--- src/rtl/core/nmf_pkg.sv ---
package nmf_pkg;

    localparam int MAX_WIDTH  = 2048;
    localparam int COL_W      = $clog2(MAX_WIDTH);
    localparam int CFG_W_BITS = 12;
    localparam int CFG_H_BITS = 16;
    localparam int BANK_DEPTH = MAX_WIDTH / 2;
    localparam int BANK_AW    = $clog2(BANK_DEPTH);
    localparam int Q_DEPTH    = 4;
    localparam int Q_AW       = $clog2(Q_DEPTH);
    localparam int Q_CW       = $clog2(Q_DEPTH + 1);
    localparam int EXT_W      = (CFG_W_BITS > COL_W + 1) ? CFG_W_BITS : COL_W + 1;

    // register index, taken from paddr[2]
    localparam logic REG_WIDTH  = 1'b0;
    localparam logic REG_HEIGHT = 1'b1;

    localparam logic [CFG_W_BITS-1:0] WIDTH_RESET  = CFG_W_BITS'(640);
    localparam logic [CFG_H_BITS-1:0] HEIGHT_RESET = CFG_H_BITS'(480);

    typedef logic [7:0]            pix_t;
    typedef pix_t [7:0]            win_t;
    typedef logic [COL_W-1:0]      col_t;
    typedef logic [COL_W:0]        weff_t;
    typedef logic [BANK_AW-1:0]    bidx_t;
    typedef logic [CFG_W_BITS-1:0] wcfg_t;
    typedef logic [CFG_H_BITS-1:0] hcfg_t;

    typedef struct packed {
        logic drain;
        col_t col;
        pix_t pix;
        logic y1;
        logic y2;
        logic x0;
        logic emit_a;
        logic emit_b;
        logic ok_l;
        logic ok_r;
        logic h2;
        logic done;
    } job_t;

    typedef struct packed {
        logic       valid;
        logic [1:0] cnt;
        logic       done;
        win_t       w0;
        win_t       w1;
    } lanes_t;

endpackage

--- src/rtl/core/nmf_queue.sv ---
module nmf_queue
    import nmf_pkg::*;
(
    input  logic clk,
    input  logic rst_n,
    input  logic push,
    input  job_t push_job,
    output logic full,
    input  logic pop,
    output logic q_valid,
    output job_t head
);

    job_t                slot_reg [Q_DEPTH];
    logic [Q_AW-1:0]     wr_ptr_reg;
    logic [Q_AW-1:0]     rd_ptr_reg;
    logic [Q_CW-1:0]     count_reg, count_next;
    logic                do_push;
    logic                do_pop;

    assign full    = count_reg == Q_CW'(Q_DEPTH);
    assign q_valid = count_reg != '0;
    assign head    = slot_reg[rd_ptr_reg];
    assign do_push = push && !full;
    assign do_pop  = pop && q_valid;

    always_comb
    begin
        count_next = count_reg;
        if (do_push && !do_pop)
        begin
            count_next = count_reg + Q_CW'(1);
        end
        else if (do_pop && !do_push)
        begin
            count_next = count_reg - Q_CW'(1);
        end
    end

    always_ff @(posedge clk or negedge rst_n)
    begin
        if (!rst_n)
        begin
            wr_ptr_reg <= '0;
            rd_ptr_reg <= '0;
            count_reg  <= '0;
        end
        else
        begin
            count_reg <= count_next;
            if (do_push)
            begin
                wr_ptr_reg <= wr_ptr_reg + Q_AW'(1);
            end
            if (do_pop)
            begin
                rd_ptr_reg <= rd_ptr_reg + Q_AW'(1);
            end
        end
    end

    always_ff @(posedge clk)
    begin
        if (do_push)
        begin
            slot_reg[wr_ptr_reg] <= push_job;
        end
    end

endmodule

--- config.mk ---
export PLATFORM = sky130hd
export DESIGN_NAME = nmf_queue
export DESIGN_NICKNAME = d
export VERILOG_FILES = /design/src/rtl/core/nmf_pkg.sv /design/src/rtl/core/nmf_queue.sv
export SDC_FILE = /design/constraint.sdc
export NUM_CORES = 1
export LEC_CHECK = 0
export BUFFER_PORTS_ARGS = -buffer_cell sky130_fd_sc_hd__buf_4
export CORE_MARGIN = 1.5
export CORE_UTILIZATION = 32
export CTS_BUF_LIST = sky130_fd_sc_hd__clkbuf_4
export CTS_CLUSTER_SIZE = 30
export DETAILED_ROUTE_END_ITERATION = 8
export GPL_TIMING_DRIVEN = 0
export HOLD_SLACK_MARGIN = 0.12
export PLACE_DENSITY = 0.6
export SYNTH_ARGS = -nofsm -noshare
export SYNTH_HDL_FRONTEND = slang
export SYNTH_SLANG_ARGS = --single-unit
--- constraint.sdc ---
create_clock -name clk -period 5.5 [get_ports clk]
set_input_delay 0.55 -clock clk [delete_from_list [all_inputs] [get_ports clk]]
set_output_delay 0.55 -clock clk [all_outputs]
set_load 0.02 [all_outputs]
After elaboration in Yosys (flattened, before gate mapping) --
Memory sizes are Yosys's and may differ from the RTL's. Index checks and enable logic that the tools add are counted.
Storage, ports and cells: RAM bits 116, register bits after elaboration 7, memories 1, output and inout bits 31, bits of input ports 33, word-level logic and storage cells 22
Cells by class: equality and inequality tests 1, $add $sub $neg 4, reduce and logical (&&, ||, !) cells 9, mux-type cells 4
Memories:
- slot_reg | depth 4, bits a word 29, rd ports 1, clocked after Yosys merged registers in 0, write ports 1, RTL line nmf_queue.sv:14 | job_t slot_reg [Q_DEPTH];
Operators with widths (count):
- 2-to-1 mux 3 bit | 2
- adder 2 x 1 -> 2 bit (second input constant) | 2
- logical AND 1 bit | 4
- adder 3 x 1 -> 3 bit (second input constant) | 1
- equality test 3 bit (second input constant) | 1
- zero test 1 bit | 3
- nonzero test 3 bit | 1
- subtractor 3 x 1 -> 3 bit (second input constant) | 1
- 2-to-1 mux 1 bit | 2
- nonzero test 2 bit | 1

Logic depth before layout (Yosys ltp) --
depth after elaboration 7, depth in mapped cells 9, mapped depth without buffers 8

Worst setup path before layout --
Ideal clock, no wire load.
path type register -> register, from register count_reg[1], to register count_reg[2], library setup time 0.079 ns, path buffers 0, arrival 1.969 ns, setup slack 3.452 ns, required time 5.421 ns, period minus slack after synthesis 2.048 ns, stages on the path, launching flop included 9, cells stage by stage dfrtp_1 > or3_4 > nand2_1 > ha_1 > inv_1 > fa_1 > xor2_1 > nor2_1 > xor2_1
On the way: elaborated cells on any way between the ends 14, classes of those cells 2 x add/sub; 1 x eq/ne; 2 x mux; 9 x reduce/logical
RTL lines:
- from (decl) | RTL line nmf_queue.sv:17 | logic [Q_CW-1:0] count_reg, count_next;
- from (signal assigned) | RTL line nmf_queue.sv:50 | count_reg <= count_next;
- nonzero test 3 bit (*) | RTL line nmf_queue.sv:22 | assign q_valid = count_reg != '0;
- net q_valid | RTL line nmf_queue.sv:10 | output logic q_valid,
- logical AND 1 bit (*) | RTL line nmf_queue.sv:25 | assign do_pop = pop && q_valid;
- zero test 1 bit | RTL line nmf_queue.sv:30 | if (do_push && !do_pop)
- logical AND 1 bit | RTL line nmf_queue.sv:30
- 2-to-1 mux 3 bit / nonzero test 2 bit (equally long branches)
Mark *: on every way through the listed nets, which the timed path passes. The rest lies on a longest branch. The select of a mux whose other input is x is not followed. A chain may end at the register's enable or synchronous reset.

==> metrics.cfg <==
[critical_path]
worst-endpoint-required_ns = 4.95
critPathCaptureType = primary output
path_class = flip-flop to primary output
arrival_ns = 2.02
crit_path_max_fanout = 10
startpoint_type = flip-flop

[status]
outcome = complete, no violations

[timing]
rsz0062_at_grt = false
slew_headroom_pct = 43.8
worst_slack_ns = 2.93
final_max_slew_viol_count = 0
hold_viol = 0
fin_crit_sh_pct = 46.8
fin_setup_tns_ns = 0
clock-skew-final_ns = 0.0112
period_needed_ns = 2.57
setup_viol = 0
max_freq_mhz = 389
tightest_slew_ns = 0.843

[logic_synthesis]
yosysUniqueCellTypes = 20
synth_nets = 225
synthCells = 186
synth-seq-cells = 123
seq_area_frac_synth_pct = 79.1
avgSynthCellArea_um2 = 24.9
synth_area_mm2 = 0.00462
synth_warnings = 0

[clock_tree]
cts_num_sinks = 123
clk_latency_ns = 0.49
cts_tree = built
clock_path_buffers = 2
numCtsBuffers = 17
post-cts-setup-buffer-count = 0
cts_root_buf = clkbuf_4
post_cts_resize_count = 0
htree_levels = 4
cts.clk_slew.worst_paths_ns = 0.10

[final_layout]
fin_util_pct = 40.0
mostFrequentLayoutCells = edfxtp_1 (116), buf_4 (63), mux4_2 (29)
final_common_cell = edfxtp_1
fin_cells = 462
drive_above_1_share_pct = 48.2
filler_cell_count = 1263
syn_to_final_growth_pct = 21.1
largest_reg_flops = 116
fin_nets = 308
diodes = 0

[global_routing]
grt_pass1_wl_mm = 12.2
antenna_found_initial = 0
grt_pass1_vias = 2215
grt_max_degree = 30
overflow = 0
grtUsageTotal_pct = 11.6

[floorplan]
coreArea_mm2 = 0.0140
die_h_um = 123
ios = 64
die-area_mm2 = 0.0152
rows = 43
initial_core_util_pct = 33.1
die_w_um = 123

[pwr]
p_total_mw = 3.00
power.density_mw_per_mm2 = 537
p_leak_nw = 1.94
peakVddDrop_mv = 0.193

[routing]
route.vias.total = 2064
final_antenna_net_count = 0
first_pass_iters = 4
totalWireLength_mm = 7.99
vias_per_cell = 4.47
routedWlPerCell_um = 17.3
drtIter0Drc = 154
drc = 0

[placement]
placed_cells = 429
place_congestion = 0.663
portBuffers = 63
dp_hpwl_mm = 4.74
dpl_worst_slack_ns = 3.34

[run]
drv_cap = 0

[hold_path]
hp-class = input pin to flip-flop

layout make-up:
type                    count  area [µm²]  share of cell area [%]
inverters                   3        11.3                   0.201
multi-input cells          53         896                    16.0
well taps                 180         225                    4.02
flip-flops and latches    123        3660                    65.4
clock buffers              22         165                    2.95
clock inverters            10         100                    1.79
repair buffers             64         483                    8.63
plain buffers               7        57.6                    1.03
final timing paths:
check	startpoint	endpoint	slack [ns]	cells after the start
setup / recovery	rd_ptr_reg[1]	head[11]	2.93	3
hold / removal	push_job[18]	slot_reg[0][18]	0.25	1
setup reg to reg	count_reg[0]	count_reg[2]	3.32	8
hold reg to reg	count_reg[2]	count_reg[2]	0.51	1
max in group asynchronous	rst_n	rd_ptr_reg[0]	4.98	2
min in group asynchronous	rst_n	count_reg[2]	0.38	2
critical path, cell delays in order, from the launching register on:
cell and delay, ns:
dfrtp_1 0.39, clkbuf_1 0.52, mux4_2 0.43, buf_4 0.18
synth_stat cells, drive strengths merged:
cell	count	area share (%)
nor2b	1	0.19
fa	1	0.43
nand2	1	0.081
nand3	1	0.11
nor2	1	0.081
and2	4	0.65
dfrtp	7	3.8
mux2	2	0.57
inv	3	0.24
clkbuf	2	0.16
xor2	2	0.38
nor3b	1	0.41
ha	5	1.4
mux4	29	14
or3	1	0.24
edfxtp	116	75
xnor2	4	0.76
buf	5	1.1
per-stage QoR:
step                hold slack (ns)  cell area [µm²]
floorplan                     0.254             4620
global placement              0.369             5320
detailed placement            0.368             5320
CTS                           0.184             5600
global route                  0.174             5600
finish                        0.248             5600
power breakdown:
| group | internal, mW | switching (mW) |
|---|---|---|
| logic | 0.514 | 0.581 |
| registers | 1.24 | 0.0660 |
| clock network | 0.288 | 0.309 |
| total | 2.05 | 0.956 |
repair_timing:
item                                    in CTS  in global routing
endpoints found under the setup margin       0                  0
hold buffers                                 1                  0
hold endpoints to repair                     7                  0
logic make-up after synthesis:
kind of cell             synth area share, %
XOR/XNOR                                1.14
multiplexers                            14.7
adder cells (fa/ha/maj)                 1.79
buffers and inverters                   1.49
AND/OR/NAND/NOR                         1.76
flip-flops                              79.1
layer usage:
layer	track usage, %	share of wire [%]
met1	13.6	42
met2	19.0	52
met3	4.43	5.0
met4	4.96	1.4
met5	0	0
Power figures use the tool's default switching activity.
