**src/rtl/core/nmf_pkg.sv**
```systemverilog
package nmf_pkg;

    localparam int MAX_WIDTH  = 2048;
    localparam int COL_W      = $clog2(MAX_WIDTH);
    localparam int CFG_W_BITS = 12;
    localparam int CFG_H_BITS = 16;
    localparam int BANK_DEPTH = MAX_WIDTH / 2;
    localparam int BANK_AW    = $clog2(BANK_DEPTH);
    localparam int Q_DEPTH    = 4;
    localparam int Q_AW       = $clog2(Q_DEPTH);
    localparam int Q_CW       = $clog2(Q_DEPTH + 1);
    localparam int EXT_W      = (CFG_W_BITS > COL_W + 1) ? CFG_W_BITS : COL_W + 1;

    // register index, taken from paddr[2]
    localparam logic REG_WIDTH  = 1'b0;
    localparam logic REG_HEIGHT = 1'b1;

    localparam logic [CFG_W_BITS-1:0] WIDTH_RESET  = CFG_W_BITS'(640);
    localparam logic [CFG_H_BITS-1:0] HEIGHT_RESET = CFG_H_BITS'(480);

    typedef logic [7:0]            pix_t;
    typedef pix_t [7:0]            win_t;
    typedef logic [COL_W-1:0]      col_t;
    typedef logic [COL_W:0]        weff_t;
    typedef logic [BANK_AW-1:0]    bidx_t;
    typedef logic [CFG_W_BITS-1:0] wcfg_t;
    typedef logic [CFG_H_BITS-1:0] hcfg_t;

    typedef struct packed {
        logic drain;
        col_t col;
        pix_t pix;
        logic y1;
        logic y2;
        logic x0;
        logic emit_a;
        logic emit_b;
        logic ok_l;
        logic ok_r;
        logic h2;
        logic done;
    } job_t;

    typedef struct packed {
        logic       valid;
        logic [1:0] cnt;
        logic       done;
        win_t       w0;
        win_t       w1;
    } lanes_t;

endpackage

```
**src/rtl/core/nmf_front.sv**
```systemverilog
module nmf_front
    import nmf_pkg::*;
(
    input  logic  clk,
    input  logic  rst_n,
    input  wcfg_t frame_width,
    input  hcfg_t frame_height,
    input  logic  in_valid,
    output logic  in_ready,
    input  logic  cmd,
    input  pix_t  pixel_in,
    input  logic  q_full,
    output logic  push,
    output job_t  job
);

    col_t  col_reg, col_next;
    hcfg_t row_reg, row_next;
    col_t  drain_reg, drain_next;

    logic [EXT_W-1:0] fw_ext;
    weff_t w_eff;
    hcfg_t h_eff;
    logic  accept;
    logic  px_ok;
    logic  px_last;
    logic  dr_ok;
    logic  dr_last;
    col_t  d;

    always_comb
    begin
        fw_ext = EXT_W'(frame_width);
        if (fw_ext == '0)
        begin
            w_eff = weff_t'(1);
        end
        else if (fw_ext > EXT_W'(MAX_WIDTH))
        begin
            w_eff = weff_t'(MAX_WIDTH);
        end
        else
        begin
            w_eff = weff_t'(fw_ext);
        end
        h_eff = (frame_height == '0) ? hcfg_t'(1) : frame_height;
    end

    assign px_ok   = row_reg < h_eff;
    assign px_last = ({1'b0, col_reg} + weff_t'(1)) >= w_eff;
    assign dr_ok   = row_reg >= h_eff;
    // clamp the drain column when the width shrank
    assign d       = ({1'b0, drain_reg} >= w_eff) ? col_t'(w_eff - weff_t'(1)) : drain_reg;
    assign dr_last = ({1'b0, d} + weff_t'(1)) >= w_eff;

    assign in_ready = !q_full;
    assign accept   = in_valid && !q_full;
    assign push     = accept && (cmd ? dr_ok : px_ok);

    always_comb
    begin
        job.drain  = cmd;
        job.col    = cmd ? d : col_reg;
        job.pix    = pixel_in;
        job.y1     = row_reg != '0;
        job.y2     = row_reg > hcfg_t'(1);
        job.x0     = col_reg == '0;
        job.emit_a = (row_reg != '0) && (col_reg != '0);
        job.emit_b = (row_reg != '0) && px_last;
        job.ok_l   = d != '0;
        job.ok_r   = !dr_last;
        job.h2     = h_eff > hcfg_t'(1);
        job.done   = dr_last;
    end

    always_comb
    begin
        col_next   = col_reg;
        row_next   = row_reg;
        drain_next = drain_reg;
        if (push && !cmd)
        begin
            if (px_last)
            begin
                col_next = '0;
                row_next = row_reg + hcfg_t'(1);
            end
            else
            begin
                col_next = col_reg + col_t'(1);
            end
        end
        else if (push && cmd)
        begin
            if (dr_last)
            begin
                drain_next = '0;
                row_next   = '0;
                col_next   = '0;
            end
            else
            begin
                drain_next = d + col_t'(1);
            end
        end
    end

    always_ff @(posedge clk or negedge rst_n)
    begin
        if (!rst_n)
        begin
            col_reg   <= '0;
            row_reg   <= '0;
            drain_reg <= '0;
        end
        else
        begin
            col_reg   <= col_next;
            row_reg   <= row_next;
            drain_reg <= drain_next;
        end
    end

endmodule

```
**config.mk**
```make
export PLATFORM = sky130hd
export DESIGN_NAME = nmf_front
export DESIGN_NICKNAME = d
export VERILOG_FILES = /design/src/rtl/core/nmf_pkg.sv /design/src/rtl/core/nmf_front.sv
export SDC_FILE = /design/constraint.sdc
export NUM_CORES = 1
export LEC_CHECK = 0
export BUFFER_PORTS_ARGS = -buffer_cell sky130_fd_sc_hd__buf_4
export CAP_MARGIN = 15
export CORE_ASPECT_RATIO = 0.8
export CORE_MARGIN = 5
export CORE_UTILIZATION = 52
export DETAILED_ROUTE_END_ITERATION = 8
export PLACE_DENSITY = 0.78
export SKIP_LAST_GASP = 1
export SYNTH_ARGS = -nofsm -noshare
export SYNTH_HDL_FRONTEND = slang
export SYNTH_SLANG_ARGS = --single-unit
```
**constraint.sdc**
```tcl
create_clock -name clk -period 6.28 [get_ports clk]
set_input_delay 0.942 -clock clk [delete_from_list [all_inputs] [get_ports clk]]
set_output_delay 0.942 -clock clk [all_outputs]
set_load 0.01 [all_outputs]
```
Word level (Yosys, flattened, before mapping)
Index checks and enable logic that the tools add are counted.
W data, S select, Z words.
{ "op_classes": {"add_sub_neg": 6, "multipliers": 0, "n_div": 0, "n_lt_le_gt_ge": 8, "eq_ne": 1, "shifts": 0, "n_mux": 15, "bitwise_logic": 1, "n_reduce_logical": 20} }
{ "ops": {"columns": ["op", "n"], "rows": [
  ["$mux W16", 5],
  ["$mux W11", 7],
  ["$gt A16 B1 Y1 const B", 2],
  ["$add A11 B1 Y12 const B", 2],
  ["$ge A12 B12 Y1", 2],
  ["$mux W12", 2],
  ["$add A11 B1 Y11 const B", 2],
  ["$reduce_bool A11 Y1", 2],
  ["$add A16 B1 Y16 const B", 1],
  ["$ge A16 B16 Y1", 1],
  ["$logic_not A16 Y1", 1],
  ["$lt A16 B16 Y1", 1],
  ["$reduce_bool A16 Y1", 1],
  ["$ge A11 B12 Y1", 1],
  ["$gt A12 B12 Y1 const B", 1],
  ["$logic_not A12 Y1", 1],
  ["$logic_not A11 Y1", 1],
  ["$sub A11 B1 Y11 const B", 1],
  ["$logic_and A1 B1 Y1", 6],
  ["$reduce_and A2 Y1", 2],
  ["$reduce_bool A2 Y1", 2],
  ["$logic_not A1 Y1", 3],
  ["$reduce_and A3 Y1", 1],
  ["$ne A2 B2 Y1 const B", 1],
  ["2 further kinds", 2]
]} }
{ "totals": {"regBits": 38, "latchBits": 0, "ram_bits": 0, "mem_bits_ro": 0, "out_inout_bits": 31, "word_cells": 54, "mem_count": 0} }

Depth between registers and ports, before layout
Gate-level depths: netlist of the first run.
{ "depth": {"depth_word": 10, "ltp_mapped": 25} }

Least setup slack after synthesis of the first run
No wires, ideal clock.
{ "synth_path": {"kind": "input port to output port", "from": "input port frame_width[8]", "to": "output port job[0] (netlist bit)", "t_arrival_ns": 5.398, "path_slack_ns": -0.060, "stages": 18, "n_path_buf": 2, "cell_sequence": "nor3_1 -> a41oi_1 -> nor2_1 -> ha_1 -> nand2b_1 -> a2111oi_0 -> o31ai_1 -> o2bb2ai_2 -> clkbuf_1 -> a21oi_1 -> ha_1 -> inv_1 -> nor4b_4 -> xnor2_1 -> ha_1 -> nand4_1 -> o31ai_1 -> buf_4"} }
{ "synth_between": {"elab_chain_len": 7, "elab_cells_between_ends": 9, "classes_between": "2 x add/sub; 3 x order compare; 3 x mux; 1 x reduce/logical"} }
{ "synth_rtl": {"columns": ["item", "line_no", "text"], "rows": [
  ["start, declared", "nmf_front.sv:6", "input wcfg_t frame_width,"],
  ["$gt A12 B12 Y1", "nmf_front.sv:38", "else if (fw_ext > EXT_W'(MAX_WIDTH))"],
  ["$mux W12", "nmf_front.sv:38", null],
  ["$mux W12 (*)", "nmf_front.sv:34", "if (fw_ext == '0)"],
  ["$sub A11 B1 Y11 or $ge A11 B12 Y1 (tied branches)", "nmf_front.sv:53", "assign d = ({1'b0, drain_reg} >= w_eff) ? col_t'(w_eff - weff_t'(1)) : drain_reg;"],
  ["$mux W11", "nmf_front.sv:53", null],
  ["$add A11 B1 Y12", "nmf_front.sv:54", "assign dr_last = ({1'b0, d} + weff_t'(1)) >= w_eff;"],
  ["$ge A12 B12 Y1 (*)", "nmf_front.sv:54", null],
  ["end, declared", "nmf_front.sv:14", "output job_t job"]
]} }
Every way passes the cells marked *; elsewhere a longest branch is shown, timed or not.

==> key figures, run 1 <==
GRT
  – First-pass GRT wire length: 20300 um
  – Initial antenna violation count: 0
  – Gr usage total: 0.239
  – Largest net degree at the start of global routing: 39
  – Grt total ovfl: 0
  – Vias in the first global route: 4116

Logic synthesis
  – Post-synth top area share: 0.223
  – Yosys Warn Count: 0
  – Syn avg cell area: between 8 and 9 um^2
  – Commonest cells post-synth: ha_1 (59), dfrtp_1 (38), nand2_1 (38)
  – Synth Cell Area: 0.00427 mm^2
  – Yosys reg bits: 38
  – Main flop type after synthesis: dfrtp_1
  – Dominant cell type by area after synthesis: dfrtp_1
  – Part of the Yosys area used for sequential elements: 0.223
  – Syn nets: 620
  – Top post-synthesis cells by area: dfrtp_1 (22%), ha_1 (17%), a21oi_1 (3.9%), a22o_1 (3.7%), nand2_1 (3.3%)
  – Library cells used by synthesis: 64
  – Mapped Cells: 520
  – Cell with the most instances after synthesis: ha_1
  – Number of flops mapped to enable cells by yosys: 0
  – Async S/R FF share, synth: 1.00

Power and ir drop
  – Max VDD drop: 0.0925 mV
  – Cell internal pwr: approximately 0.00046 W
  – Pwr dens: 149 mW/mm^2
  – Clock share of power: 0.232
  – P_leak: 2.32 nW
  – Combinational power share: 0.381
  – Sw frac: 0.359
  – Net load switching power: between 0.0002 and 0.0003 W
  – Sequential share of power: 0.387

Floorplan
  – Starting density of the core: 0.535
  – DIE WIDTH: around 110 um
  – Core Area: ~0.0080 mm^2
  – Die area: 0.0101 mm^2
  – Chip height: 91.0 um
  – Row count: 29
  – # IOs: 72

Worst setup path
  – CP Class: input port to output port
  – Top cell by count, worst path: buf_4
  – Crit path required time: between 5 and 6 ns
  – Cell breakdown of the critical path: buf_4, nor3_1, a41oi_1, nor2_1, buf_4, inv_1, ha_1, or4b_1, o211ai_4, o21ai_2, nor4_2, and3_1, a22o_1, xnor2_1, ha_1, a21o_1, a21o_1, a21oi_1, o21a_1, o31ai_4, inv_1, buf_4
  – Critical Path End Type: output port
  – CP arrival: 5.13 ns
  – Worst Path Max Fanout: 9
  – CP max stage delay: 0.54 ns
  – Startpoint types: input port
  – R2r setup slk: approximately 1.4 ns
  – CP max-delay cell: or4b_1

Final layout
  – Layout cell share with drive strength beyond 1: 0.173
  – Final core occ: 0.610
  – Final Net Count: approximately 660
  – Synth-to-Final Area Change: 14.0%
  – Max FFs per register: 16
  – Final instance area: ~0.0049 mm^2
  – Sequential cell area: approximately 950 um^2
  – N_diodes: 0
  – Footprint of the multi-input gates: 0.00306 mm^2
  – Fillers: 707
  – Post-Layout Cell Count: 669

Drt
  – Vias per cell: between 6 and 7
  – Final ANT Viol Nets: 0
  – Drt wl/cell: around 19 um
  – Met3 wire length: 1270 um
  – Iteration-0 DRC Markers: 391
  – DR vias: ~4200
  – DR pass1 iterations: 5
  – DRT Wirelength: 12400 um
  – DRC: 0
  – DR WL met2: approximately 5200 um
  – Met1 WL: 5820 um
  – Highest Signal Layer: met4

Timing
  – Clk_skew: approximately 0.0065 ns
  – Maximum clock frequency: 165 MHz
  – Period utilization: 0.966
  – Setup violations, final: 0
  – Worst relative slew slack: 0.439
  – Fin worst setup slack: 0.211 ns
  – Final min period: 6.07 ns
  – Max Transition Viols Final: 0
  – Hold_ws: 0.594 ns
  – Fin. Hold Viols: 0
  – Slew @ Worst Pin: around 0.84 ns

Clock tree
  – CTS tree: done
  – H-tree depth: 2
  – Clk root buf: clkbuf_8
  – CTS sink count: 38
  – Post-CTS Hold Buffers: 0
  – Worst-skew pair later-pin latency: 0.29 ns
  – CTS Buffer Depth: 2
  – CTS Buf Count: 5
  – CTS clk-pin slew, worst paths: approximately 0.070 ns

Min path
  – Worst hold path class: flip-flop to flip-flop

Run
  – Max Cap Violations: 0

Outcome
  – Outcome: finished clean

Placement
  – Setup WS pre-CTS: 0.0915 ns
  – Post-DP Area: between 0.004 and 0.005 mm^2
  – GPL Wtd Cong: 0.975
  – PortBufs: 55
  – Placed wire-length estimate: 9920 um
  – DP Cell Count: 663
-- power groups by stage --
stage | combinational [W] | sequential (W) | clock (W)
final | 0.000275 | 0.000280 | 0.000168
after global routing | 0.000305 | 0.000281 | 0.000184
after CTS | 0.000269 | 0.000279 | 0.000172
after detailed placement | 0.000268 | 0.000283 | 0
after global placement | 0.000257 | 0.000282 | 0
after floorplan | 0.000167 | 0.000274 | 0
-- cell usage in the layout (no fill, tap or decap), drive strengths merged, types with 2 or more instances in the layout --
master,n
dfrtp,38
a41oi,2
nor2,37
mux2i,11
or3,11
nand4,14
nand3,24
and2,3
o21a,5
nand2,38
o22ai,3
xor2,11
clkbuf,6
a211oi,4
a21oi,33
o211ai,4
a21o,10
nand2b,9
o31ai,3
a31oi,3
a41o,2
o21ai,28
a22o,18
and3,8
inv,35
a211o,2
nor3,12
or4b,2
ha,59
nor3b,2
mux2,4
or4,2
o31a,2
buf,67
xnor2,12
a21boi,2
nor4,13
nor2b,6
-- cells by family after synthesis --
family	Yosys count	synth area share
AOI/OAI and AO/OA	131	0.217
buffers and inverters	68	0.0718
DFF	38	0.223
adders and majority gates	59	0.173
xor gates and xnor gates	23	0.0472
muxes	15	0.0402
and+or+nand+nor	186	0.228
-- metal layers --
| metal | global-route usage | up-vias |
|---|---|---|
| met5 | 0 | - |
| met4 | 0.0426 | 0 |
| met3 | 0.0578 | 21 |
| met2 | 0.356 | 208 |
| met1 | 0.353 | 2014 |
| li1 | - | 1978 |
-- worst paths after layout --
kind,start,end,depth (start not counted)
worst max-delay path,frame_width[2],job[2],22
worst min-delay path,drain_reg[1],drain_reg[1],1
worst min register to register,drain_reg[1],drain_reg[1],1
max in group asynchronous,rst_n,row_reg[3],1
worst max register to register,drain_reg[5],row_reg[3],18
min in group asynchronous,rst_n,row_reg[10],1
-- timing repair --
action	4_1_cts	5_1_grt
gates resized for setup	0	8
setup endpoints to repair	0	2
buffers inserted	0	0
-- layout make-up --
class,count,share of cell area
clock buffer,6,0.0170
inverter,36,0.0285
multi-input combinational,414,0.628
sequential,38,0.195
tap,108,0.0278
timing repair buffer,67,0.103
-- worst max-delay path, delay by kind of cell --
kind | cells | cell delay (ns)
xor gates and xnor gates | 1 | 0.16
and+or+nand+nor | 5 | 1.26
adders and majority gates | 2 | 0.58
AOI/OAI and AO/OA | 9 | 1.57
buffers and inverters | 5 | 0.59
-- per-stage QoR --
stage               power, W  TNS [ns]
detailed placement  0.000551         0
finish              0.000723         0
CTS                 0.000720         0
global placement    0.000539         0
global route        0.000770  -0.00137
floorplan           0.000441         0
(Power assumes the default switching activity.)
==> run 2, diff against run 1 <==
--- a/config.mk
+++ b/config.mk
@@ -11,7 +11,7 @@
 export CORE_MARGIN = 5
 export CORE_UTILIZATION = 52
 export DETAILED_ROUTE_END_ITERATION = 8
-export PLACE_DENSITY = 0.78
+export PLACE_DENSITY = 0.79
 export SKIP_LAST_GASP = 1
 export SYNTH_ARGS = -nofsm -noshare
 export SYNTH_HDL_FRONTEND = slang
==> run 2 against run 1 <==
Via count is 0.14% higher. Clock-buffer cell count is 1 lower. Global-route usage is 0.18 points lower. Utilization is 0.63 points higher. Sequential share of layout area is 0.20 points lower. Total power is 4.3% higher. Critical path type unchanged.
==> key figures, run 2 (same netlist as run 1, synthesis figures left out) <==
Final layout
  – Commonest cells after routing, fill and taps aside: buf_4 (67), ha_1 (58), nand2_1 (38), dfrtp_1 (38), nor2_1 (37)
  – Max FFs per register: 16
  – N_diodes: 0
  – Commonest non-fill, non-tap cell in the layout: buf_4
  – Fillers: just under 700
  – Final Net Count: 663
  – Layout cell share with drive strength beyond 1: 0.177
  – Synth-to-Final Area Change: 15.2%

Floorplan
  – Starting density of the core: 0.535
  – Die area: 0.0101 mm^2
  – Chip height: 91.0 um
  – # IOs: slightly above 70
  – Core Area: approximately 0.008 mm^2
  – DIE WIDTH: ~110 um
  – Row count: 29

Clock tree
  – CTS clk-pin slew, worst paths: 0.07 ns
  – CTS tree: done
  – Worst-skew pair later-pin latency: 0.30 ns
  – Post-CTS Hold Buffers: 0
  – CTS Buf Count: 5
  – CTS sink count: 38
  – H-tree depth: 2
  – CTS Buffer Depth: 2
  – Clk root buf: clkbuf_8

Min path
  – Hold Startpoint: col_reg[10]
  – Hold path endpoint: col_reg[10]
  – Worst hold path class: flip-flop to flip-flop
  – Cells on Worst Hold Path: 1

Worst setup path
  – Cell breakdown of the critical path: buf_4, nor3_1, a41oi_1, nor2_1, ha_1, nand2b_1, a2111oi_2, o31ai_1, o2bb2ai_2, buf_6, o21a_1, ha_2, inv_1, nor4b_4, xnor2_2, ha_1, nand4_1, o31ai_4, inv_1, buf_4
  – Startpoint types: input port
  – Crit path required time: 5.34 ns
  – Worst Path Max Fanout: 22
  – CP max-delay cell: o31ai_4
  – R2r endpoint: row_reg[9]
  – CP delay by family, top: compound AO/OA/AOI/OAI gates
  – CP Class: input port to output port
  – Critical Path End Type: output port
  – R2r setup slk: 1.47 ns
  – CP arrival: 5.08 ns
  – Worst-case reg-to-reg path depth: 19
  – Reg2reg start: drain_reg[0]
  – CP max stage delay: ~0.42 ns
  – CP Buf/Inv Count: 5

GRT
  – Vias in the first global route: 4059
  – Gr usage total: 0.237
  – Grt total ovfl: 0
  – Largest net degree at the start of global routing: 39
  – Initial antenna violation count: 0
  – First-pass GRT wire length: 20100 um

Timing
  – Unrepaired setup endpoints after global routing: no
  – Setup violations, final: 0
  – Setup_tns: 0 ns
  – Final min period: 6.02 ns
  – Period utilization: 0.959
  – Slew @ Worst Pin: 0.751 ns
  – Clk_skew: 0.00731 ns
  – Worst relative slew slack: 0.498
  – Max Transition Viols Final: 0
  – Maximum clock frequency: 166 MHz
  – Fin. Hold Viols: 0

Drt
  – DRC: 0
  – Iteration-0 DRC Markers: 452
  – DR pass1 iterations: 5
  – Drt wl/cell: 18.2 um
  – DRT Wirelength: 12200 um
  – DR vias: 4227
  – Vias per cell: 6.29
  – Final ANT Viol Nets: 0

Power and ir drop
  – Max VDD drop: 0.101 mV
  – Net load switching power: 0.000259 W
  – Cell internal pwr: 0.000495 W
  – Sequential share of power: 0.369
  – Pwr dens: 153 mW/mm^2
  – PnR Total Power: 0.000754 W
  – Sw frac: 0.344
  – Combinational power share: 0.357
  – Clock share of power: 0.274
  – P_leak: approximately 2.3 nW

Run
  – Max Cap Violations: 0

Placement
  – Placed wire-length estimate: 9760 um
  – PortBufs: 55
  – GPL Wtd Cong: 1.03

Outcome
  – Outcome: finished clean
## run 2: cell type report
class / count / area (um^2) / area share
Inverter: 36 / 135 / 0.0275
Clock inverter: 3 / 40.0 / 0.00814
Timing Repair Buffer: 68 / 514 / 0.105
Clock buffer: 5 / 68.8 / 0.0140
Sequential cell: 38 / 951 / 0.193
Tap cell: 108 / 135 / 0.0275
Multi-Input combinational cell: 414 / 3070 / 0.625
## run 2: power groups by stage
stage                     clock (W)  combinational (W)  sequential, W
after floorplan                   0           0.000167       0.000274
after global placement            0           0.000254       0.000281
after detailed placement          0           0.000262       0.000282
after CTS                  0.000208           0.000264       0.000277
after global routing       0.000217           0.000301       0.000280
final                      0.000207           0.000269       0.000278
## run 2: what timing repair did
item / CTS / global route
endpoints found under the hold margin: 0 / 0
gates resized for setup: 0 / 10
setup endpoints to repair: 0 / 2
buffers inserted: 0 / 0
## run 2: worst max path at each step
stage | slack (ns) | cells after the start | end | start
global route | 0.04 | 22 | job[2] | frame_width[4]
finish | 0.26 | 20 | job[2] | frame_width[3]
floorplan | 0.09 | 21 | job[0] | frame_width[4]
global placement | 0.31 | 20 | job[2] | frame_width[3]
detailed placement | 0.06 | 20 | job[2] | frame_width[4]
CTS | 0.05 | 20 | job[2] | frame_width[4]
## run 2: through the flow
step / hold WS, ns / worst slack [ns] / cell area [um^2] / instances / utilization
after floorplan: 0.497 / 0.0912 / 4280 / 520 / -
after global placement: 0.549 / 0.305 / 4750 / 664 / 0.595
after detailed placement: 0.547 / 0.0579 / 4750 / 664 / 0.595
after CTS: 0.568 / 0.0514 / 4860 / 672 / 0.609
after global routing: 0.596 / 0.0420 / 4920 / 672 / 0.616
final: 0.557 / 0.258 / 4920 / 672 / 0.616
## run 2: routing by layer
metal,up-vias,global-route usage,wire [um]
li1,1983,-,-
met1,2019,0.362,5690
met2,210,0.349,5140
met3,15,0.0458,1270
met4,0,0.0426,104
met5,-,0,0
