`config.mk`:
```
export PLATFORM = sky130hd
export DESIGN_NAME = nmf_median
export DESIGN_NICKNAME = d
export VERILOG_FILES = /design/src/rtl/core/nmf_pkg.sv /design/src/rtl/core/nmf_median.sv
export SDC_FILE = /design/constraint.sdc
export NUM_CORES = 1
export LEC_CHECK = 0
export ABC_AREA = 1
export BUFFER_PORTS_ARGS = -buffer_cell sky130_fd_sc_hd__buf_2
export CAP_MARGIN = 10
export CORE_MARGIN = 4
export CORE_UTILIZATION = 25
export CTS_BUF_LIST = sky130_fd_sc_hd__clkbuf_4
export CTS_CLUSTER_SIZE = 12
export DETAILED_ROUTE_END_ITERATION = 8
export MAX_ROUTING_LAYER = met4
export SLEW_MARGIN = 0
export SYNTH_ARGS = -nofsm -noshare
export SYNTH_HDL_FRONTEND = slang
export SYNTH_SLANG_ARGS = --single-unit
```
`constraint.sdc`:
```
create_clock -name clk -period 6.8 [get_ports clk]
set_input_delay 0 -clock clk [delete_from_list [all_inputs] [get_ports clk]]
set_output_delay 0 -clock clk [all_outputs]
set_load 0.05 [all_outputs]
```
`src/rtl/core/nmf_pkg.sv`:
```
package nmf_pkg;

    localparam int MAX_WIDTH  = 2048;
    localparam int COL_W      = $clog2(MAX_WIDTH);
    localparam int CFG_W_BITS = 12;
    localparam int CFG_H_BITS = 16;
    localparam int BANK_DEPTH = MAX_WIDTH / 2;
    localparam int BANK_AW    = $clog2(BANK_DEPTH);
    localparam int Q_DEPTH    = 4;
    localparam int Q_AW       = $clog2(Q_DEPTH);
    localparam int Q_CW       = $clog2(Q_DEPTH + 1);
    localparam int EXT_W      = (CFG_W_BITS > COL_W + 1) ? CFG_W_BITS : COL_W + 1;

    // register index, taken from paddr[2]
    localparam logic REG_WIDTH  = 1'b0;
    localparam logic REG_HEIGHT = 1'b1;

    localparam logic [CFG_W_BITS-1:0] WIDTH_RESET  = CFG_W_BITS'(640);
    localparam logic [CFG_H_BITS-1:0] HEIGHT_RESET = CFG_H_BITS'(480);

    typedef logic [7:0]            pix_t;
    typedef pix_t [7:0]            win_t;
    typedef logic [COL_W-1:0]      col_t;
    typedef logic [COL_W:0]        weff_t;
    typedef logic [BANK_AW-1:0]    bidx_t;
    typedef logic [CFG_W_BITS-1:0] wcfg_t;
    typedef logic [CFG_H_BITS-1:0] hcfg_t;

    typedef struct packed {
        logic drain;
        col_t col;
        pix_t pix;
        logic y1;
        logic y2;
        logic x0;
        logic emit_a;
        logic emit_b;
        logic ok_l;
        logic ok_r;
        logic h2;
        logic done;
    } job_t;

    typedef struct packed {
        logic       valid;
        logic [1:0] cnt;
        logic       done;
        win_t       w0;
        win_t       w1;
    } lanes_t;

endpackage

```
`src/rtl/core/nmf_median.sv`:
```
module nmf_median
    import nmf_pkg::*;
(
    input  logic   clk,
    input  logic   rst_n,
    input  lanes_t lanes,
    input  logic   out_ready,
    output logic   adv,
    output logic   out_valid,
    output pix_t   median_out,
    output logic   last_of_run,
    output logic   frame_done
);

    lanes_t     s1_reg;
    lanes_t     s2_reg;
    logic [1:0] out_cnt_reg;
    pix_t       out_med0_reg;
    pix_t       out_med1_reg;
    logic       out_done_reg;
    win_t       srt0;
    win_t       srt1;
    pix_t       med0;
    pix_t       med1;

    function automatic logic [15:0] cx(pix_t a, pix_t b);
        return (a > b) ? {a, b} : {b, a};
    endfunction

    function automatic win_t sort_lo(win_t v);
        win_t s;
        s = v;
        {s[2], s[0]} = cx(s[0], s[2]);
        {s[3], s[1]} = cx(s[1], s[3]);
        {s[6], s[4]} = cx(s[4], s[6]);
        {s[7], s[5]} = cx(s[5], s[7]);
        {s[4], s[0]} = cx(s[0], s[4]);
        {s[5], s[1]} = cx(s[1], s[5]);
        {s[6], s[2]} = cx(s[2], s[6]);
        {s[7], s[3]} = cx(s[3], s[7]);
        {s[1], s[0]} = cx(s[0], s[1]);
        {s[3], s[2]} = cx(s[2], s[3]);
        {s[5], s[4]} = cx(s[4], s[5]);
        {s[7], s[6]} = cx(s[6], s[7]);
        return s;
    endfunction

    function automatic win_t sort_hi(win_t v);
        win_t s;
        s = v;
        {s[4], s[2]} = cx(s[2], s[4]);
        {s[5], s[3]} = cx(s[3], s[5]);
        {s[4], s[1]} = cx(s[1], s[4]);
        {s[6], s[3]} = cx(s[3], s[6]);
        {s[2], s[1]} = cx(s[1], s[2]);
        {s[4], s[3]} = cx(s[3], s[4]);
        {s[6], s[5]} = cx(s[5], s[6]);
        return s;
    endfunction

    assign srt0 = sort_hi(s2_reg.w0);
    assign srt1 = sort_hi(s2_reg.w1);
    assign med0 = pix_t'(({1'b0, srt0[3]} + {1'b0, srt0[4]}) >> 1);
    assign med1 = pix_t'(({1'b0, srt1[3]} + {1'b0, srt1[4]}) >> 1);

    // the whole result pipe moves only when the output slot frees up
    assign adv = (out_cnt_reg == 2'd0) || (out_ready && out_cnt_reg == 2'd1);

    assign out_valid   = out_cnt_reg != 2'd0;
    assign median_out  = out_med0_reg;
    assign last_of_run = out_cnt_reg == 2'd1;
    assign frame_done  = out_done_reg && (out_cnt_reg == 2'd1);

    always_ff @(posedge clk or negedge rst_n)
    begin
        if (!rst_n)
        begin
            s1_reg      <= '0;
            s2_reg      <= '0;
            out_cnt_reg <= 2'd0;
        end
        else if (adv)
        begin
            s1_reg       <= lanes;
            s2_reg.valid <= s1_reg.valid;
            s2_reg.cnt   <= s1_reg.cnt;
            s2_reg.done  <= s1_reg.done;
            s2_reg.w0    <= sort_lo(s1_reg.w0);
            s2_reg.w1    <= sort_lo(s1_reg.w1);
            out_cnt_reg  <= s2_reg.valid ? s2_reg.cnt : 2'd0;
        end
        else if (out_ready && out_cnt_reg == 2'd2)
        begin
            out_cnt_reg <= 2'd1;
        end
    end

    always_ff @(posedge clk)
    begin
        if (adv)
        begin
            out_med0_reg <= med0;
            out_med1_reg <= med1;
            out_done_reg <= s2_reg.done;
        end
        else if (out_ready && out_cnt_reg == 2'd2)
        begin
            // advance to the second result of the pair
            out_med0_reg <= out_med1_reg;
        end
    end

endmodule
```
==> After elaboration in Yosys (flattened, before gate mapping) <==
Index checks and enable logic that the tools add are counted.
{ "word_totals": {"register_bits": 251, "input_bits": 135, "out_inout_bits": 12, "word_cells": 122} }
{ "op_classes": {"n_addsub": 2, "n_lt_le_gt_ge": 34, "eq_ne": 2, "n_mux": 39, "reduce_logical": 7} }
{ "ops": {"columns": ["op", "count"], "rows": [
  ["16-bit two-way mux", 28],
  ["8-bit greater-than comparator", 34],
  ["8-bit two-way mux", 8],
  ["8-bit by 8-bit adder with 9-bit output", 2],
  ["2-bit two-way mux", 3],
  ["2-bit nonzero test", 2],
  ["1-bit logical AND", 3],
  ["2-bit by 1-bit == test with 1-bit output, second input constant", 1],
  ["2-bit == test, second input constant", 1],
  ["2-bit zero test", 1],
  ["1-bit logical OR", 1]
]} }

==> Depth between registers and ports, before layout <==
Gate-level depths: netlist (run 1).
{ "depth": {"depth_word": 8, "depth_mapped": 41, "depth_no_buf": 37} }

==> Worst setup path after synthesis (run 1) <==
Ideal clock, no wire load.
{ "synth_path": {"path_kind": "register -> register", "startpoint": "reg s1_reg[41] (netlist name)", "endpoint": "reg s2_reg[48] (netlist name)", "t_arrival_ps": 4792, "path_slack_ps": 1942, "path_stages_with_launch": 32, "path_buffers": 3, "synth_period_minus_slack_ps": 4858, "cell_sequence": "dfrtp_1 > ha_1 > inv_1 > o21bai_1 > nand2_1 > nand2_1 > nand2_1 > nand2_2 > nand2_2 > buf_2 > buf_2 > o21ai_0 > inv_1 > ha_1 > a21o_1 > a221oi_1 > nand2_2 > nand2_2 > buf_6 > nand2_1 > and2_1 > ha_1 > nand2_1 > nor2_1 > nand2_1 > o31ai_1 > inv_1 > nand3_1 > nand2_1 > inv_1 > nand2_1 > nand2_1"} }
{ "synth_between": {"elab_chain_cells": 6} }
{ "synth_lines": {"columns": ["element", "line", "rtl"], "rows": [
  ["start: declaration", "nmf_median.sv:15", "lanes_t s1_reg;"],
  ["start signal: assignment", "nmf_median.sv:84", "s1_reg <= lanes;"],
  ["8-bit greater-than comparator", "nmf_median.sv:27", "return (a > b) ? {a, b} : {b, a};"],
  ["16-bit two-way mux *", "nmf_median.sv:27", null],
  ["8-bit greater-than comparator", "nmf_median.sv:27", null],
  ["16-bit two-way mux *", "nmf_median.sv:27", null],
  ["8-bit greater-than comparator", "nmf_median.sv:27", null],
  ["8-bit two-way mux *", "nmf_median.sv:27", null],
  ["end: declaration", "nmf_median.sv:16", "lanes_t s2_reg;"]
]} }
Every way passes the cells marked *; elsewhere a longest branch is shown, timed or not.
A chain may end at the register's enable or synchronous reset.

==> Worst setup path in the final report (run 1) <==
{ "layout_path": {"startpoint": "reg s1_reg[41] (netlist name)", "endpoint": "reg s2_reg[26] (netlist name)"} }
{ "layout_between": {"elab_chain_cells": 6} }
{ "layout_lines": {"columns": ["element", "line"], "rows": [
  ["8-bit greater-than comparator", "nmf_median.sv:27"],
  ["16-bit two-way mux *", "nmf_median.sv:27"],
  ["8-bit greater-than comparator", "nmf_median.sv:27"],
  ["16-bit two-way mux *", "nmf_median.sv:27"],
  ["8-bit greater-than comparator", "nmf_median.sv:27"],
  ["16-bit two-way mux *", "nmf_median.sv:27"]
]} }
Marks and branches as above.

==> results of run 1 <==
metal layers:
metal | global-route usage | routed length, µm
met4 | 0.0519 | 2110
met3 | 0.0224 | 3700
met1 | 0.207 | 33600
met2 | 0.275 | 35700
met5 | - | 0
power breakdown:
part	switching, mW	total [mW]	internal [mW]	leakage (nW)
logic	5.06	8.06	2.99	11.6
clock network	0.721	1.48	0.759	0.561
registers	0.312	2.29	1.98	2.87
worst max-delay path, delay by kind of cell, from the launching register on:
family	cells	cell delay, ns
AOI/OAI and AO/OA	6	1.54
and+or+nand+nor	17	2.24
buffers and inverters	4	0.62
DFF	1	0.43
adders and majority gates	3	0.89
final timing paths:
path                            cells after the start  slack [ns]          end       start
worst min register to register                      2        0.48   s2_reg[24]  s2_reg[24]
worst min-delay path                                4        0.12    s1_reg[7]    lanes[7]
max in group asynchronous                           4        5.76   s1_reg[64]       rst_n
worst max register to register                     30        0.89   s2_reg[26]  s1_reg[41]
min in group asynchronous                           4        0.38  s1_reg[128]       rst_n
worst max-delay path                               30        0.89   s2_reg[26]  s1_reg[41]
cell usage after synthesis (17+ instances only):
| library cell | count |
|---|---|
| sky130_fd_sc_hd__clkbuf_1 | 68 |
| sky130_fd_sc_hd__nand3_1 | 372 |
| sky130_fd_sc_hd__inv_1 | 435 |
| sky130_fd_sc_hd__ha_1 | 261 |
| sky130_fd_sc_hd__nor2_1 | 75 |
| sky130_fd_sc_hd__nand4_1 | 20 |
| sky130_fd_sc_hd__a21oi_1 | 125 |
| sky130_fd_sc_hd__edfxtp_1 | 17 |
| sky130_fd_sc_hd__nand2_1 | 1219 |
| sky130_fd_sc_hd__o21ai_0 | 280 |
| sky130_fd_sc_hd__and2_1 | 66 |
| sky130_fd_sc_hd__nand2_2 | 29 |
| sky130_fd_sc_hd__dfrtp_1 | 234 |
| sky130_fd_sc_hd__buf_2 | 26 |
kinds of logic after synthesis:
| logic type | Yosys count | share of synthesized area |
|---|---|---|
| simple gates | 1813 | 0.350 |
| buf+inv | 553 | 0.0997 |
| compound gates | 466 | 0.113 |
| fa+ha+maj | 262 | 0.148 |
| flops | 251 | 0.287 |
| xor+xnor | 5 | 0.00198 |
per-stage QoR:
| stage | area [µm²] | hold WS (ns) | utilization | setup slack [ns] |
|---|---|---|---|---|
| 2_1_floorplan | 22200 | -0.296 | - | 1.94 |
| 3_5_place_dp | 24100 | 0.109 | 0.276 | 1.06 |
| 6_report | 27900 | 0.117 | 0.319 | 0.890 |
| 4_1_cts | 27800 | 0.0152 | 0.318 | 0.967 |
| 3_3_place_gp | 24100 | 0.0998 | 0.276 | 1.02 |
| 5_1_grt | 27800 | 0.0787 | 0.319 | 0.510 |
layout make-up:
type	count	area (µm²)	share of cell area
diodes	8	20.0	0.000719
inverters	435	1640	0.0587
multi-input cells	2546	13600	0.488
clock inverters	24	154	0.00553
well taps	1155	1450	0.0519
repair buffers	464	3840	0.138
clock buffers	105	788	0.0283
flip-flops and latches	251	6370	0.229
repair_timing:
item / in CTS / in global routing
hold endpoints to repair: 373 / 0
endpoints found under the setup margin: 0 / 0
hold buffers: 272 / 0
==> Flow_metrics.wiki, run 1 <==
{| class="wikitable"
! Metric !! Value
|-
| Commonest cells after routing, fill and taps aside || sky130_fd_sc_hd__nand2_1 (1219), sky130_fd_sc_hd__inv_1 (434), sky130_fd_sc_hd__nand3_1 (372), sky130_fd_sc_hd__o21ai_0 (280), sky130_fd_sc_hd__dlygate4sd3_1 (271)
|-
| Async set-or-reset flop fraction in the synthesized netlist || 0.932
|-
| Final TNS setup || 0 ns
|-
| CP most frequent cell || sky130_fd_sc_hd__nand2_1
|-
| Number of enable flip-flop cells after synthesis || 17
|-
| Pleak || 15.0 nW
|-
| Pin count of the biggest net entering global routing || 127
|-
| Critical Setup Path Class || reg -> reg
|-
| Std-Cell Rows || 108
|-
| Ratio of total power to cell area || 425 nW/µm²
|-
| Chip height || 306 µm
|-
| Fraction of final layout cells with drive strength greater than 1 || 0.0973
|-
| Number of setup violations in the final report || 0
|-
| Most area-consuming cells after synthesis || sky130_fd_sc_hd__dfrtp_1 (26%), sky130_fd_sc_hd__nand2_1 (21%), sky130_fd_sc_hd__ha_1 (15%)
|-
| Type of destination of the critical path || flop
|-
| Count of boundary I/O pins || 147
|-
| Number of warning messages in the yosys log || 0
|-
| Remaining Overflow, GRT || 0
|-
| Max-slew headroom || 0.235
|-
| Sum of net half-perimeters after detailed placement || 55.2 mm
|-
| Share of synthesized area occupied by flip-flops and latches || 0.287
|-
| Clock tree from TritonCTS || yes
|-
| Fmax || 169 MHz
|-
| Highest ir drop seen on vdd || 0.291 mV
|-
| Post-CTS repair timing setup buffer count || 0
|-
| Cell accounting for the most synthesized area || sky130_fd_sc_hd__dfrtp_1
|-
| Total chip power || 11.8 mW
|-
| Number of design-rule violations left by the first detailed-router iteration || 1921
|-
| CP max-delay cell || sky130_fd_sc_hd__o21ai_0
|-
| Clock latency reported for the late side of the worst-skew pair || 0.84 ns
|-
| Run status || completed
|-
| RSZ-0062 raised after global routing || no
|-
| Area fraction of the dominant cell type after synthesis || 0.264
|-
| CP required || 7.45 ns
|-
| Number of buffers added by the clock tree synthesis step || 74
|-
| Clock-pin slew reported for the worst setup and hold paths after clock tree synthesis || 0.07 ns
|-
| Antenna violations before repair || 7
|-
| Worst hold path class || in -> reg
|-
| Maximum buffer depth of the clock tree || 3
|-
| Post-Syn Nets || 3747
|-
| Largest stage delay on the critical path || 0.73 ns
|-
| Synthesized area per cell || 6.62 µm²
|-
| First-pass iteration count of the detailed router || 8
|-
| Routed Antenna Nets || 0
|-
| Global routing usage summed across all routing layers || 0.165
|-
| Number of vias per cell after detailed routing || 4.61
|-
| # H-tree levels || 3
|-
| Wirelength per Cell || 15.1 µm
|-
| Vias post-DR || 23000
|-
| Portion of the clock cycle consumed by the worst path in the final layout || 0.869
|-
| Final non-filler cell total || 4988
|-
| Number of distinct library cells after synthesis || 46
|-
| Data arrival time of the critical path || 6.56 ns
|-
| DIE WIDTH || 306 µm
|-
| Worst clock skew || 0.0727 ns
|-
| Gate Count Post-Synth || 3350
|-
| Maximum fanout count along the critical path || 30
|-
| Fill cell total of the finished layout || 9340
|-
| Hold Violations, Final || 0
|-
| Kind of start point of the critical path || flop
|-
| Max capacitance violation total || 0
|-
| Clock period minus final worst setup slack || 5.91 ns
|-
| Main flop type after synthesis || sky130_fd_sc_hd__dfrtp_1
|-
| Count of final max-slew check failures || 0
|-
| Number of port buffers || 146
|-
| Via count of the first global-routing pass || 22500
|-
| Number of flip-flops in the largest register || 132
|-
| Die footprint || 93500 µm²
|-
| Placed Instances || 4579
|-
| Total of cells resized after clock tree synthesis || 0
|-
| Relative area change from synthesis to final layout || 25.6%
|-
| #FFs+latches synth || 251
|-
| Total wirelength of the detailed-routed design || 75.1 mm
|-
| Global-route wire length before repair || 121 mm
|-
| RD Place Congestion || 0.915
|-
| Measured slew at the worst slew-check pin || 1.15 ns
|-
| TritonCTS sink count || 251
|-
| Cell at the root of the clock tree || sky130_fd_sc_hd__clkbuf_4
|-
| Most common cell after layout, fill and taps aside || sky130_fd_sc_hd__nand2_1
|-
| Post-layout nets || 4169
|-
| Core area || 87400 µm²
|-
| Starting Density || 0.254
|-
| DRC violation count after routing || 0
|-
| Netlist area before placement || 22200 µm²
|}
Note: power is estimated with default switching activity, not from simulation.
==> run 2, diff against run 1 <==
CTS_BUF_LIST = sky130_fd_sc_hd__clkbuf_2 sky130_fd_sc_hd__clkbuf_4 sky130_fd_sc_hd__clkbuf_8   (was sky130_fd_sc_hd__clkbuf_4)
==> Flow_metrics.wiki, run 2 (synthesized netlist as in run 1, its figures left out) <==
{| class="wikitable"
! Metric !! Value
|-
| Ratio of total power to cell area || 453 nW/µm²
|-
| Total wirelength of the detailed-routed design || 71.7 mm
|-
| Relative area change from synthesis to final layout || 20.6%
|-
| CP max-delay cell || sky130_fd_sc_hd__o21ai_0
|-
| CP required || 7.31 ns
|-
| Crit-path leading delay family || simple AND/OR/NAND/NOR gates
|-
| Placed Area || 24100 µm²
|-
| First-pass iteration count of the detailed router || 6
|-
| RSZ-0062 raised after global routing || no
|-
| Maximum fanout count along the critical path || 30
|-
| Most common cell after layout, fill and taps aside || sky130_fd_sc_hd__nand2_1
|-
| Clock period minus final worst setup slack || 5.80 ns
|-
| Max capacitance violation total || 0
|-
| Data arrival time of the critical path || 6.30 ns
|-
| Count of boundary I/O pins || 147
|-
| Commonest cells after routing, fill and taps aside || sky130_fd_sc_hd__nand2_1 (1219), sky130_fd_sc_hd__inv_1 (434), sky130_fd_sc_hd__nand3_1 (372), sky130_fd_sc_hd__o21ai_0 (280), sky130_fd_sc_hd__ha_1 (261)
|-
| Routed Antenna Nets || 0
|-
| Remaining Overflow, GRT || 0
|-
| Final TNS setup || 0 ns
|-
| CP most frequent cell || sky130_fd_sc_hd__nand2_1
|-
| Violations in the final reports || hold timing
|-
| Type of destination of the critical path || flop
|-
| Clock tree from TritonCTS || yes
|-
| Std-Cell Rows || 108
|-
| # H-tree levels || 2
|-
| Pin count of the biggest net entering global routing || 127
|-
| Max-slew headroom || 0.259
|-
| Chip height || 306 µm
|-
| DIE WIDTH || 306 µm
|-
| Clock-pin slew reported for the worst setup and hold paths after clock tree synthesis || 0.06 ns
|-
| Post-Route Hold Slack || -0.0264 ns
|-
| Run status || finished with violations
|-
| DRC violation count after routing || 0
|-
| Worst hold path class || in -> async
|-
| Number of flip-flops in the largest register || 132
|-
| Total of cells resized after clock tree synthesis || 0
|-
| Portion of the clock cycle consumed by the worst path in the final layout || 0.853
|-
| Fmax || 172 MHz
|-
| Highest ir drop seen on vdd || 0.287 mV
|-
| Wirelength per Cell || 14.9 µm
|-
| Maximum buffer depth of the clock tree || 3
|-
| Count of final max-slew check failures || 0
|-
| Hold Violations, Final || 3
|-
| Antenna violations before repair || 2
|-
| Total chip power || 12.1 mW
|-
| Final instance area || 26700 µm²
|-
| Clock latency reported for the late side of the worst-skew pair || 0.64 ns
|-
| Via count of the first global-routing pass || 21200
|-
| TritonCTS sink count || 251
|-
| Pleak || 14.5 nW
|-
| Die footprint || 93500 µm²
|-
| Measured slew at the worst slew-check pin || 1.11 ns
|-
| Kind of start point of the critical path || flop
|-
| Global-route wire length before repair || 115 mm
|-
| Number of port buffers || 146
|-
| Sum of net half-perimeters after detailed placement || 55.2 mm
|-
| RD Place Congestion || 0.915
|-
| Fraction of final layout cells with drive strength greater than 1 || 0.0949
|-
| Number of design-rule violations left by the first detailed-router iteration || 1797
|-
| Cell at the root of the clock tree || sky130_fd_sc_hd__clkbuf_8
|-
| Worst clock skew || 0.0297 ns
|-
| Number of buffers added by the clock tree synthesis step || 49
|-
| Critical Setup Path Class || reg -> reg
|-
| Largest stage delay on the critical path || 0.69 ns
|-
| Core area || 87400 µm²
|-
| Starting Density || 0.254
|-
| Number of vias per cell after detailed routing || 4.57
|-
| Number of setup violations in the final report || 0
|-
| Vias post-DR || 22000
|-
| Buffers and inverters on the worst path || 4
|-
| Post-layout nets || 4012
|-
| Global routing usage summed across all routing layers || 0.156
|-
| Post-CTS repair timing setup buffer count || 0
|}
-- run 2: changes by cell type in the layout (fill, tap and decap cells not counted), sizes merged --
cell	change
dlygate4sd3	-131
clkinvlp	+6
buf	-1
bufinv	+5
clkinv	-10
clkbuf	-36
diode	-7
inv	-2
-- run 2: metal layers --
metal / GRT usage / wire length [µm] / vias to the layer above
li1: - / - / 11400
met5: - / 0 / -
met1: 0.204 / 33000 / 10000
met2: 0.259 / 33800 / 464
met4: 0.0384 / 1560 / 0
met3: 0.0181 / 3270 / 114
-- run 2: repair_timing --
| action | CTS | global route |
|---|---|---|
| endpoints found under the hold margin | 250 | 0 |
| hold buffers | 140 | 0 |
| setup endpoints to repair | 0 | 0 |
-- run 2: cell type report --
type	count	area, µm²
Antenna cell	1	2.50
Tap cell	1155	1450
Sequential cell	251	6370
Clock buffer	69	875
Multi-Input combinational cell	2546	13600
Fill cell	9490	60700
Timing Repair Buffer	332	2500
Clock inverter	23	302
Inverter	435	1640
-- run 2: report_power, final --
group / switching (mW) / internal [mW]
Combinational: 5.04 / 2.94
Clock: 0.751 / 1.07
Sequential: 0.312 / 1.98
-- run 2: worst paths after layout --
check	from	endpoint	slack, ns	cells after the start
max	s1_reg[41]	s2_reg[30]	1.00	30
min	rst_n	s1_reg[128]	-0.03	2
max reg2reg	s1_reg[41]	s2_reg[30]	1.00	30
min reg2reg	s2_reg[45]	s2_reg[45]	0.48	2
max in group asynchronous	rst_n	s1_reg[64]	5.60	3
min in group clk	lanes[77]	s1_reg[77]	0.10	4
-- run 2: worst reg2reg max path: cells and delay by family, from the launching register on --
family	cells	cell delay, ns
AO/OA/AOI/OAI	6	1.49
buffers and inverters	4	0.62
adder cells (fa/ha/maj)	3	0.90
flip-flops	1	0.43
AND/OR/NAND/NOR	17	2.23
-- run 2: stage by stage --
step	setup slack, ns	cells	hold slack, ns	utilization
2_1_floorplan	1.94	3350	-0.296	-
3_3_place_gp	1.02	4579	0.0998	0.276
3_5_place_dp	1.06	4579	0.109	0.276
4_1_cts	1.02	4811	0.00133	0.306
5_1_grt	0.538	4811	0.0533	0.306
6_report	1.00	4812	-0.0264	0.306
==> run 3, diff against run 2 <==
CELL_PAD_IN_SITES_DETAIL_PLACEMENT = 1   (was default)
CELL_PAD_IN_SITES_GLOBAL_PLACEMENT = 2   (was default)
PLACE_DENSITY_LB_ADDON = 0.1   (was default)
==> Flow_metrics.wiki, run 3 (synthesized netlist as in run 1, its figures left out) <==
{| class="wikitable"
! Metric !! Value
|-
| Maximum buffer depth of the clock tree || 3
|-
| Hold Violations, Final || 0
|-
| Vias post-DR || 22600
|-
| Buffers and inverters on the worst path || 5
|-
| First-pass iteration count of the detailed router || 4
|-
| CP most frequent cell || sky130_fd_sc_hd__nand2_1
|-
| Max-slew headroom || 0.306
|-
| Measured slew at the worst slew-check pin || 1.03 ns
|-
| Starting Density || 0.254
|-
| Final instance area || 26900 µm²
|-
| Launch instance of the worst min-delay path || lanes[90]
|-
| Commonest cells after routing, fill and taps aside || sky130_fd_sc_hd__nand2_1 (1219), sky130_fd_sc_hd__inv_1 (434), sky130_fd_sc_hd__nand3_1 (372), sky130_fd_sc_hd__o21ai_0 (279), sky130_fd_sc_hd__ha_1 (261)
|-
| Worst hold path class || in -> reg
|-
| Crit-path leading delay family || simple AND/OR/NAND/NOR gates
|-
| Number of buffers added by the clock tree synthesis step || 54
|-
| Run status || completed
|-
| Pin count of the biggest net entering global routing || 187
|-
| Worst setup path startpoint || s1_reg[41]
|-
| Post-layout nets || 4023
|-
| Type of destination of the critical path || flop
|-
| Data arrival time of the critical path || 6.69 ns
|-
| DRC violation count after routing || 0
|-
| Kind of start point of the critical path || flop
|-
| # H-tree levels || 2
|-
| Max capacitance violation total || 0
|-
| Worst clock skew || 0.0456 ns
|-
| Global routing usage summed across all routing layers || 0.199
|-
| Antenna violations before repair || 3
|-
| Critical Setup Path Class || reg -> reg
|-
| Most common cell after layout, fill and taps aside || sky130_fd_sc_hd__nand2_1
|-
| Remaining Overflow, GRT || 0
|-
| Relative area change from synthesis to final layout || 21.2%
|-
| Number of setup violations in the final report || 0
|-
| Clock-pin slew reported for the worst setup and hold paths after clock tree synthesis || 0.06 ns
|-
| Placed Area || 24200 µm²
|-
| Worst R2R Start || s1_reg[41]
|-
| Ratio of total power to cell area || 474 nW/µm²
|-
| Cell at the root of the clock tree || sky130_fd_sc_hd__clkbuf_8
|-
| Count of final max-slew check failures || 0
|-
| Fmax || 164 MHz
|-
| Post-Route Hold Slack || 0.0811 ns
|-
| Number of vias per cell after detailed routing || 4.69
|-
| Total of cells resized after clock tree synthesis || 0
|-
| RSZ-0062 raised after global routing || no
|-
| Count of boundary I/O pins || 147
|-
| Final non-filler cell total || 4819
|-
| Number of design-rule violations left by the first detailed-router iteration || 825
|-
| Maximum fanout count along the critical path || 30
|-
| Clock tree from TritonCTS || yes
|-
| Highest ir drop seen on vdd || 0.263 mV
|-
| Via count of the first global-routing pass || 24300
|-
| Fill cell total of the finished layout || 10900
|-
| Wirelength per Cell || 18.9 µm
|-
| Std-Cell Rows || 108
|-
| Placed Instances || 4588
|-
| CP max-delay cell || sky130_fd_sc_hd__o21ai_0
|-
| Core area || 87400 µm²
|-
| Clock period minus final worst setup slack || 6.11 ns
|-
| Pleak || 14.6 nW
|-
| Number of port buffers || 146
|-
| Global-route wire length before repair || 141 mm
|-
| Routed Antenna Nets || 0
|-
| RD Place Congestion || 0.845
|-
| Chip height || 306 µm
|-
| Portion of the clock cycle consumed by the worst path in the final layout || 0.898
|-
| Clock latency reported for the late side of the worst-skew pair || 0.67 ns
|-
| CP required || 7.38 ns
|-
| Largest stage delay on the critical path || 0.87 ns
|-
| Total wirelength of the detailed-routed design || 91.1 mm
|-
| TritonCTS sink count || 251
|-
| DIE WIDTH || 306 µm
|-
| Die footprint || 93500 µm²
|-
| Total chip power || 12.7 mW
|-
| Number of flip-flops in the largest register || 132
|-
| Fraction of final layout cells with drive strength greater than 1 || 0.0977
|-
| Final TNS setup || 0 ns
|-
| Sum of net half-perimeters after detailed placement || 72.9 mm
|}
## run 3: layer usage
layer  global-route usage  up-vias  part of all wire
li1                     -    11400                 -
met1                0.224    10900              0.42
met2                0.373      254              0.53
met3               0.0218      125             0.025
met4               0.0532        0             0.027
met5                    -        -                 0
## run 3: worst paths after layout
kind                                      to  slack (ns)  cells past startpoint
worst max register to register    s2_reg[29]        0.69                     31
min in group asynchronous         s1_reg[82]        0.52                      4
worst max-delay path              s2_reg[29]        0.69                     31
worst min register to register  out_done_reg        0.48                      0
worst min-delay path              s1_reg[90]        0.08                      4
max in group asynchronous         s2_reg[73]        5.33                      4
## run 3: what timing repair did
action,4_1_cts,5_1_grt
hold buffers,137,0
endpoints found under the hold margin,254,0
setup buffers,0,0
## run 3: metrics by stage
| step | worst slack, ns | util |
|---|---|---|
| 2_1_floorplan | 1.94 | - |
| 3_3_place_gp | 0.898 | 0.277 |
| 3_5_place_dp | 0.776 | 0.277 |
| 4_1_cts | 0.714 | 0.307 |
| 5_1_grt | 0.234 | 0.307 |
| 6_report | 0.692 | 0.307 |
## run 3: report_power, final
group / total (mW) / internal [mW] / switching [mW]
clock network: 1.92 / 1.15 / 0.767
registers: 2.34 / 1.98 / 0.362
logic: 8.46 / 2.98 / 5.48
## run 3: worst min-delay path: stages
cell                            delay (ns)
sky130_fd_sc_hd__dlygate4sd3_1        0.52
sky130_fd_sc_hd__buf_2                0.09
sky130_fd_sc_hd__nand2_1              0.04
sky130_fd_sc_hd__o21ai_0              0.05
## run 3: final cells by class
class / instances / area, µm² / area share
antenna: 1 / 2.50 / 0.0000932
tap: 1155 / 1450 / 0.0538
clock inverter: 10 / 158 / 0.00587
multi-input combinational: 2546 / 13600 / 0.507
clock buffer: 83 / 1080 / 0.0402
sequential: 251 / 6370 / 0.237
timing repair buffer: 338 / 2570 / 0.0956
inverter: 435 / 1640 / 0.0609
